## src/tsq_pkg.sv

```systemverilog
package tsq_pkg;

   localparam int STACK_DEPTH = 128;
   localparam int PTR_W       = $clog2(STACK_DEPTH);
   localparam int CNT_W       = PTR_W + 1;
   localparam int WORD_W      = 32;

   localparam int QUEUE_DEPTH = 2;
   localparam int QPTR_W      = $clog2(QUEUE_DEPTH);
   localparam int QCNT_W      = QPTR_W + 1;

   localparam logic       FUNC_DEQUEUE = 1'b1;
   localparam logic signed [WORD_W-1:0] EMPTY_WORD = '1;
   localparam logic signed [WORD_W-1:0] ZERO_WORD  = '0;

   typedef enum logic [0:0] {
      OP_ENQUEUE = 1'b0,
      OP_DEQUEUE = 1'b1
   } op_type;

   typedef enum logic [1:0] {
      ST_ENQUEUED = 2'd0,
      ST_DEQUEUED = 2'd1,
      ST_OVERFLOW = 2'd2,
      ST_EMPTY    = 2'd3
   } status_type;

   typedef struct packed {
      op_type                    op;
      logic signed [WORD_W-1:0]  value;
   } cmd_type;

   typedef struct packed {
      logic [CNT_W-1:0] in_cnt;
      logic [CNT_W-1:0] out_cnt;
   } stack_stat_type;

endpackage

```

## src/tsq_front.sv

```systemverilog
module tsq_front (
   input  logic                          clock,
   input  logic                          reset,
   input  logic                          start,
   output logic                          busy,
   input  logic                          req_func,
   input  logic signed [tsq_pkg::WORD_W-1:0] req_value,
   output logic                          cmd_valid,
   input  logic                          cmd_ready,
   output tsq_pkg::cmd_type              cmd
);

   tsq_pkg::cmd_type             entry_ff [tsq_pkg::QUEUE_DEPTH];
   logic [tsq_pkg::QPTR_W-1:0]   wr_ptr_ff, wr_ptr_in;
   logic [tsq_pkg::QPTR_W-1:0]   rd_ptr_ff, rd_ptr_in;
   logic [tsq_pkg::QCNT_W-1:0]   cnt_ff, cnt_in;
   logic                         push, pop;
   tsq_pkg::cmd_type             new_cmd;

   // decode the request into a command
   always_comb begin
      new_cmd.op    = (req_func == tsq_pkg::FUNC_DEQUEUE) ? tsq_pkg::OP_DEQUEUE
                                                          : tsq_pkg::OP_ENQUEUE;
      new_cmd.value = req_value;
   end

   assign busy      = (cnt_ff == tsq_pkg::QCNT_W'(tsq_pkg::QUEUE_DEPTH));
   assign push      = start && !busy;
   assign cmd_valid = (cnt_ff != '0);
   assign pop       = cmd_valid && cmd_ready;
   assign cmd       = entry_ff[rd_ptr_ff];

   always_comb begin
      wr_ptr_in = wr_ptr_ff;
      rd_ptr_in = rd_ptr_ff;
      cnt_in    = cnt_ff;
      if (push) begin
         wr_ptr_in = (wr_ptr_ff == tsq_pkg::QPTR_W'(tsq_pkg::QUEUE_DEPTH - 1))
                     ? '0 : wr_ptr_ff + 1'b1;
      end
      if (pop) begin
         rd_ptr_in = (rd_ptr_ff == tsq_pkg::QPTR_W'(tsq_pkg::QUEUE_DEPTH - 1))
                     ? '0 : rd_ptr_ff + 1'b1;
      end
      priority if (push && !pop) begin
         cnt_in = cnt_ff + 1'b1;
      end else if (pop && !push) begin
         cnt_in = cnt_ff - 1'b1;
      end else begin
         cnt_in = cnt_ff;
      end
   end

   always_ff @(posedge clock) begin
      if (reset) begin
         wr_ptr_ff <= '0;
         rd_ptr_ff <= '0;
         cnt_ff    <= '0;
      end else begin
         wr_ptr_ff <= wr_ptr_in;
         rd_ptr_ff <= rd_ptr_in;
         cnt_ff    <= cnt_in;
      end
   end

   always_ff @(posedge clock) begin
      if (push) begin
         entry_ff[wr_ptr_ff] <= new_cmd;
      end
   end

endmodule

```

## config.mk

```make
export PLATFORM = sky130hd
export DESIGN_NAME = tsq_front
export DESIGN_NICKNAME = d
export VERILOG_FILES = /design/src/tsq_pkg.sv /design/src/tsq_front.sv
export SDC_FILE = /design/constraint.sdc
export NUM_CORES = 1
export LEC_CHECK = 0
export ABC_AREA = 1
export BUFFER_PORTS_ARGS = -buffer_cell sky130_fd_sc_hd__buf_2
export CAP_MARGIN = 20
export CORE_MARGIN = 2
export CORE_UTILIZATION = 28
export DETAILED_ROUTE_END_ITERATION = 10
export PLACE_DENSITY = 0.49
export SLEW_MARGIN = 20
export SYNTH_ARGS = -nofsm -noshare
export SYNTH_HDL_FRONTEND = slang
export SYNTH_SLANG_ARGS = --single-unit
```

## constraint.sdc

```tcl
create_clock -name clock -period 3.6 [get_ports clock]
set_input_delay 0.36 -clock clock [delete_from_list [all_inputs] [get_ports clock]]
set_output_delay 0.36 -clock clock [all_outputs]
set_load 0.05 [all_outputs]
```

---- Yosys cells after proc, flatten, opt, wreduce, memory -nomap -nowiden ----
Memories as Yosys holds them, arrays and structs flattened. A register that Yosys moved wholly into a read port is not among the register bits.
Index checks and enable logic that the tools add are counted.
storage, ports and cells
  word-level logic and storage cells ...... 27
  flip-flop bits (word level) ............. 4
  output and inout port bits .............. 35
  RAM bits ................................ 66
  memories ................................ 1
cells by class
  equality and inequality tests ........... 1
  add/sub/neg operators ................... 4
  reduce and logical (&&, ||, !) cells .... 9
  muxes and demuxes ....................... 9
memories
  memory    depth  width  rd ports  clocked after memory_dff  write ports  RTL line         text
  entry_ff  2      33     1         1                         1            tsq_front.sv:13  tsq_pkg::cmd_type entry_ff [tsq_pkg::QUEUE_DEPTH];
operator list
  operator                                           count
  two-way mux 1 bit                                  7
  logical AND 1 bit                                  4
  two-way mux 2 bit                                  2
  nonzero test 2 bit                                 2
  zero test 1 bit                                    3
  adder 1 bit (second input constant)                2
  adder 2 x 1 -> 2 bit (second input constant)       1
  equality test 2 bit (second input constant)        1
  subtractor 2 x 1 -> 2 bit (second input constant)  1

---- Depth between registers and ports, before layout ----
Gate-level depths: netlist (run 1).
  depth in word-level cells ............... 7
  depth in mapped cells ................... 10

---- Least setup slack after synthesis (run 1) ----
No wires, ideal clock.
  path type ............................... register -> register
  start point ............................. register cnt_ff[1] in the netlist's numbering
  end point ............................... memory entry_ff[1][0] in the netlist's numbering (enable)
  clock period less this slack ............ 2.295 ns
  stages on the path, launching flop included .. 4
  library setup time ...................... 0.423 ns
  path slack .............................. 1.305 ns
  arrival time ............................ 1.872 ns
  required time ........................... 3.177 ns
  buffers on the path ..................... 0
  cells stage by stage .................... dfxtp_1 > inv_1 > o21ai_2 > nor2_1
between the ends
  cells in the longest elaborated chain, start to end .. 5
ends and longest elaborated chain
  item                                     RTL line         text
  from (decl)                              tsq_front.sv:16  logic [tsq_pkg::QCNT_W-1:0] cnt_ff, cnt_in;
  from (signal assigned)                   tsq_front.sv:62  cnt_ff <= cnt_in;
  equality test 2 bit                      tsq_front.sv:27  assign busy = (cnt_ff == tsq_pkg::QCNT_W'(tsq_pkg::QUEUE_DEPTH));
  zero test 1 bit                          tsq_front.sv:28  assign push = start && !busy;
  logical AND 1 bit                        tsq_front.sv:28
  two-way mux 1 bit                        tsq_front.sv:67  if (push) begin
  two-way mux 1 bit (not written as such)  tsq_front.sv:68  entry_ff[wr_ptr_ff] <= new_cmd;
  to (decl)                                tsq_front.sv:13
No other way between the ends.

==> summary.md, run 1 <==
| Metric | Value |
|---|---|
| Outcome | `complete, no violations` |
| Die Ht | `104 µm` |
| Worst-Skew Late Latency | `330 ps` |
| Clk sink count | `71` |
| Cell count after placement | `342` |
| Synth Warn # | `0` |
| DRT antenna net count | `0` |
| Synthesized flop and latch total | `slightly above 70` |
| Final Max Tran Viols | `0` |
| Fin crit share | `67.7%` |
| # diodes | `0` |
| Largest net degree at the start of global routing | `34` |
| CTS max path bufs | `2` |
| Hold Vio Cnt, Final | `0` |
| WL final | `4820 µm` |
| Die width | `104 µm` |
| DR vias | `~1,400` |
| Drt first pass iters | `4` |
| # H-tree levels | `3` |
| Crit Path Class | `reg -> out` |
| Max cap viols | `0` |
| Post-Synthesis Cells | `140` |
| Post-CTS Setup Inserts | `0` |
| Syn Nets | `178` |
| Global-route wire length before repair | `7530 µm` |
| DP Wirelength | `approximately 3100 µm` |
| Layout cells sized above 1 | `55.3%` |
| Hold slack final | `210 ps` |
| Cell Pwr Density | `800 mW/mm²` |
| # DRC | `0` |
| Port Buffer Count | `71` |
| Gp weighted congestion | `0.658` |
| Area of the multi-input gates | `613 µm²` |
| Vias in the first global route | `1,475` |
| Clock skew | `7.55 ps` |
| # hold bufs at CTS | `0` |
| Synthesized area | `roughly 0.0028 mm²` |
| Data arrival, critical path | `about 2100 ps` |
| Fin nets | `259` |
| Post-CTS Resized | `0` |
| Initial antenna violation count | `0` |
| Num CTS Buffers | `9` |
| Area Overhead vs Synth | `26.8%` |
| CTS tree | `done` |
| Flip-flop and latch area | `0.00208 mm²` |
| Fillcell total | `967` |
| Die area | `0.0107 mm²` |
| Critical Path End Type | `output pin` |
| Seq/Total Area, Yosys | `74.9%` |
| Starting Density | `28.6%` |
| TNS Setup | `0 ps` |
| WP data required | `about 3200 ps` |
| GRT overflow | `0` |
| Synthesized area per cell | `19.9 µm²` |
| Yosys cell types | `15` |
| Crit-path max FO | `27` |
| Total power draw | `2.82 mW` |
| Final min period | `2440 ps` |
| Worst-margin pin slew | `1010 ps` |
| Endpoints failing setup | `0` |
| Root buffer cell | `clkbuf_8` |
| IO Pins | `72` |
| CORE AREA | `between 0.009 and 0.01 mm²` |
| RSZ-0062 raised after global routing | `no` |
| VDD IR max | `around 0.00036 V` |
| Rows | `36` |
| Hold Path Class | `in -> reg` |
| Lkg Pwr | `~1.4 nW` |
| Global Route Usage Sum | `around a tenth` |
| Reg clk slew, reported paths | `80 ps` |
| Core Util, Final | `a little over a third` |
| Avg WL per Cell | `between 10 and 15 µm` |
| Maximum clock rate | `0.410 GHz` |
| Number of DRC markers in iteration 0 | `26` |
| Vias/cell | `3.99` |
| Final cell count without fillers | `359` |
| Startpoint Class | `flop` |
| Worst slew margin | `approximately a third` |
-- area by class of cell --
cell class                 instances  share of cell area (%)
tap                              133                    4.72
sequential                        71                    59.1
multi-input combinational         57                    17.4
timing repair buffer              74                    11.3
clock inverter                     6                    3.09
inverter                           8                   0.851
clock buffer                      10                    3.62
-- power breakdown --
group	internal [mW]	total [mW]	switching, mW	leakage, nW
sequential	1.04	1.13	0.0803	0.657
clock	0.458	0.746	0.288	0.110
combinational	0.314	0.951	0.637	0.623
-- worst max-delay path, stage by stage (launching register included) --
cell	delay (ps)
dfxtp_2	940
buf_4	290
mux2_4	300
buf_2	210
-- registers in the layout (all words and copies together) (netlist names), named ones only --
register	flops
cnt_ff	2
entry_ff	66
rd_ptr_ff	1
wr_ptr_ff	1
-- cells in the mapped netlist --
cell type / count / area [µm²]
edfxtp_1: 66 / 1980
o21ai_0: 2 / 10.0
mux2_4: 30 / 450
inv_1: 8 / 30.0
mux2_2: 3 / 33.8
buf_12: 3 / 60.1
o21ai_2: 1 / 8.76
nand4_1: 1 / 6.26
nand2_1: 7 / 26.3
a21oi_1: 2 / 10.0
nor2_1: 8 / 30.0
dfxtp_1: 5 / 100
nand3_1: 2 / 10.0
ha_1: 1 / 12.5
buf_6: 1 / 11.3
-- routing by layer --
metal | GRT usage, % | wire (µm)
met5 | 0 | 0
met4 | 5.50 | 90
met3 | 3.27 | 242
met2 | 14.6 | 2350
met1 | 11.1 | 2140
-- metrics by stage --
stage               area (µm²)  worst slack [ps]
floorplan                 2780              1310
global placement          3260              1480
detailed placement        3260              1460
CTS                       3500              1080
global route              3530              1020
finish                    3530              1160
-- placed cells by master, fill, tap and decap left out, drive strengths merged --
cell	count
clkbuf	10
nand4	1
o21ai	3
bufinv	3
inv	8
edfxtp	66
ha	1
dfxtp	5
nand3	2
mux2	33
clkinv	1
clkinvlp	2
buf	74
a21oi	2
nor2	8
nand2	7
-- logic make-up (layout without fill, tap and decap cells) --
family                   after synthesis  count (layout)  share of synthesized area [%]
multiplexers                          33              33                           17.4
buffers and inverters                 12              98                           3.64
AO/OA/AOI/OAI                          5               5                           1.03
adder cells (fa/ha/maj)                1               1                          0.450
flip-flops                            71              71                           74.9
AND/OR/NAND/NOR                       18              18                           2.61
-- path summary, 6_finish.rpt --
check	from	end	slack, ps	cells past startpoint
hold / removal	req_value[15]	entry_ff[0][15]	210	1
setup reg to reg	cnt_ff[1]	entry_ff[1][7]	1860	3
hold reg to reg	rd_ptr_ff	rd_ptr_ff	510	2
setup / recovery	flop	cmd[31]	1160	3
Power figures use the tool's default switching activity.
==> run 2, diff against run 1 <==
Settings changed: ABC_AREA 1 to 0.
Clock period 3.6 ns to 2.25 ns, I/O delays scaled along.
==> run 2 against run 1 <==
Register-to-register slack lost 1200 ps. Sequential share of layout area grew 4.7 points. Clock-buffer cell count shrank 1. Area after synthesis shrank 6.7%. Cell count shrank 10%. Clock skew shrank 1.0 ps. Worst setup slack lost 760 ps. Global-route usage grew 0.20 points. Clock power grew 4.3%. First-iteration DRC count grew 7.7%. Critical path depth is the same. Critical endpoint is now cmd[30]. Largest cell class unchanged.
==> summary.md, run 2 <==
| Metric | Value |
|---|---|
| Most frequent cells in the layout | `buf_2 (71), edfxtp_1 (66), mux2_2 (33)` |
| Startpoint Class | `flop` |
| Final worst slack | `400 ps (-761 ps)` |
| Fin nets | `248 (-4.2%)` |
| Die Ht | `100 µm (-3.3%)` |
| Yosys cell types | `14 (-1)` |
| Hold Vio Cnt, Final | `0 (unchanged)` |
| CTS tree | `done` |
| # H-tree levels | `3 (unchanged)` |
| Layout cells sized above 1 | `57.5% (+2.2 points)` |
| Main combinational cell family by area after synthesis | `multiplexers` |
| Top flop regs | `entry_ff (66), cnt_ff (2)` |
| Synthesized area | `0.00259 mm² (-6.7%)` |
| Max cap viols | `0 (unchanged)` |
| Post-Synth Simple-Gate Area | `1.88% (-0.73 points)` |
| TNS Setup | `0 ps (unchanged)` |
| Post-synthesis adder-cell area fraction | `0.482% (+0.033 points)` |
| Cell count after placement | `310 (-9.4%)` |
| GRT overflow | `0 (unchanged)` |
| Worst-margin pin slew | `367 ps (-642 ps)` |
| Post-CTS Resized | `0 (unchanged)` |
| Syn Nets | `166 (-6.7%)` |
| Hold Crit Depth | `1 (unchanged)` |
| Top cell type's share of synthesized area | `76.4% (+5.2 points)` |
| HP Start | `req_value[6]` |
| Number of DRC markers in iteration 0 | `28 (+7.7%)` |
| DR vias | `1,363 (-5.0%)` |
| DRT antenna net count | `0 (unchanged)` |
| Post-CTS Setup Inserts | `0 (unchanged)` |
| Asr flop ratio synth | `0% (unchanged)` |
| Worst-Skew Late Latency | `330 ps (about the same)` |
| Lkg Pwr | `1.22 nW (-12%)` |
| Crit-path max cell delay | `490 ps (-450 ps)` |
| Top-count cell post-synth | `edfxtp_1` |
| Worst slew margin | `75.5% (+43 points)` |
| Endpoints failing setup | `0 (unchanged)` |
| Critical path, cell by cell | `buf_12 -> mux2_2 -> buf_2` |
| Slowest CP cell | `dfxtp_2` |
| Synthesized flop and latch total | `71 (unchanged)` |
| Crit Path Class | `reg -> out` |
| Final min period | `1850 ps` |
| Placement Setup Slack | `625 ps (-834 ps)` |
| Setup slack, reg-to-reg | `650 ps (-1210 ps)` |
| WP data required | `2030 ps (-1210 ps)` |
| Root buffer cell | `clkbuf_8` |
| Number of flip-flops in the largest register | `66 (unchanged)` |
| Vias in the first global route | `1,396 (-5.4%)` |
| Starting Density | `28.5% (-0.11 points)` |
| WL final | `4580 µm (-5.0%)` |
| Crit-path max FO | `24 (-11%)` |
| Cell Pwr Density | `1250 mW/mm² (+57%)` |
| Port Buffer Count | `71 (unchanged)` |
| Die area | `0.0100 mm² (-6.5%)` |
| Clock skew | `6.52 ps (-1.03 ps)` |
| Avg WL per Cell | `14.2 µm (+5.6%)` |
| Seq/Total Area, Yosys | `80.3% (+5.4 points)` |
| Maximum clock rate | `~0.54 GHz` |
| # hold bufs at CTS | `0 (unchanged)` |
| Drt first pass iters | `3 (-1)` |
| CTS max path bufs | `2 (unchanged)` |
| CORE AREA | `0.00911 mm² (-6.4%)` |
| Fin crit share | `82.2%` |
| Synthesized area per cell | `20.3 µm² (+2.0%)` |
| Global Route Usage Sum | `9.52% (+0.20 points)` |
| Rows | `35 (-2.8%)` |
| Global-route wire length before repair | `6950 µm (-7.7%)` |
| Largest register by flop count | `entry_ff` |
| Initial antenna violation count | `0 (unchanged)` |
| Final Max Tran Viols | `0 (unchanged)` |
| DP Wirelength | `3050 µm (-0.37%)` |
| RSZ-0062 raised after global routing | `no` |
| VDD IR max | `0.000602 V (+70%)` |
| Outcome | `complete, no violations` |
| Ys flop type | `edfxtp_1` |
| Largest net degree at the start of global routing | `34 (unchanged)` |
| Top cells by area, synth | `edfxtp_1 (76%), mux2_2 (14%), dfxtp_1 (3.9%)` |
| Hold Path Class | `in -> reg` |
| Gp weighted congestion | `0.730 (+11%)` |
| Final cell count without fillers | `323 (-10%)` |
| Yosys top cell by area | `edfxtp_1` |
| Post-Synth XOR/XNOR Area | `1.01% (+1.0 points)` |
| Most common cell after layout, fill and taps aside | `buf_2` |
| Worst R2R End | `entry_ff[1][15]` |
| Die width | `100 µm (-3.3%)` |
| Hold Path End | `entry_ff[1][6]` |
| Data arrival, critical path | `1630 ps (-450 ps)` |
| Fillcell total | `872 (-9.8%)` |
| Compound-Gate Fraction of Synth Area | `0.965% (-0.070 points)` |
| Vias/cell | `4.22 (+5.6%)` |
| R2R cell count | `4 (+1)` |
| IO Pins | `72 (unchanged)` |
| Clk sink count | `71 (unchanged)` |
| Post-Synthesis Cells | `128 (-8.6%)` |
| # DRC | `0 (unchanged)` |
| # diodes | `0 (unchanged)` |
| Reg clk slew, reported paths | `70 ps (about the same)` |
| Area Overhead vs Synth | `25.9%` |
| Synth Warn # | `0 (unchanged)` |
| Num CTS Buffers | `9 (unchanged)` |
| Post-synthesis mux area share | `14.3% (-3.1 points)` |
| Most frequent cells after synthesis | `edfxtp_1 (66), mux2_2 (33), dfxtp_1 (5), buf_2 (4), nor2_1 (4)` |
| Critical Path End Type | `output pin` |
| Reg2reg start | `cnt_ff[0]` |
| Number of flops mapped to enable cells by yosys | `66 (unchanged)` |
==> run 2: cell count changes after synthesis, sizes merged, moves of 2 or more <==
cell and delta:
xor2 +3, inv -6, nor2 -4, or3 +2, nand3 -2, nand2 -7
==> run 2: how the worst max path moves through the flow <==
stage                            to  slack [ps]  depth (start not counted)       from
floorplan            entry_ff[0][0]         280                          3  cnt_ff[1]
detailed placement  entry_ff[1][20]         630                          4  cnt_ff[0]
global placement    entry_ff[1][20]         650                          4  cnt_ff[1]
CTS                         cmd[30]         340                          3       flop
global route                cmd[30]         300                          3       flop
finish                      cmd[30]         400                          3       flop
==> run 2: area by class of cell <==
cell class | count | area [µm²] | area share [%]
multi-input cells | 51 | 485 | 14.9
flip-flops and latches | 71 | 2080 | 63.8
inverters | 2 | 7.51 | 0.230
repair buffers | 75 | 410 | 12.6
well taps | 111 | 139 | 4.25
clock buffers | 9 | 124 | 3.79
clock inverters | 4 | 16.3 | 0.498
==> run 2: critical path, delay by kind of cell (launching register included) <==
family / cells / cell delay, ps
buf+inv: 2 / 430
flops: 1 / 490
mux: 1 / 360
==> run 2: metal layers <==
| layer | part of all wire (%) | up-vias | track usage [%] |
|---|---|---|---|
| met5 | 0 | - | 0 |
| met4 | 3.3 | 0 | 6.43 |
| met3 | 6.2 | 12 | 3.34 |
| met2 | 48 | 45 | 15.2 |
| met1 | 42 | 651 | 10.7 |
| li1 | - | 655 | - |
==> run 2: cells by family after synthesis <==
logic type      Yosys count
compound gates            5
xor+xnor                  3
fa+ha+maj                 1
buf+inv                   6
flops                    71
mux                      33
simple gates              9
==> run 2: power by group <==
group	switching, mW	leakage [nW]	internal (mW)
sequential	0.0750	0.658	1.66
combinational	1.11	0.492	0.469
clock	0.410	0.0733	0.368
==> run 2: per-stage QoR <==
stage / cell area, µm² / util [%] / power [mW] / hold WS (ps)
after global routing: 3270 / 35.9 / 4.30 / 58.2
after detailed placement: 3130 / 34.3 / 3.38 / 417
after CTS: 3270 / 35.9 / 4.18 / 56.8
after floorplan: 2590 / - / 2.99 / 294
final: 3270 / 35.9 / 4.10 / 80.7
after global placement: 3130 / 34.3 / 3.37 / 414
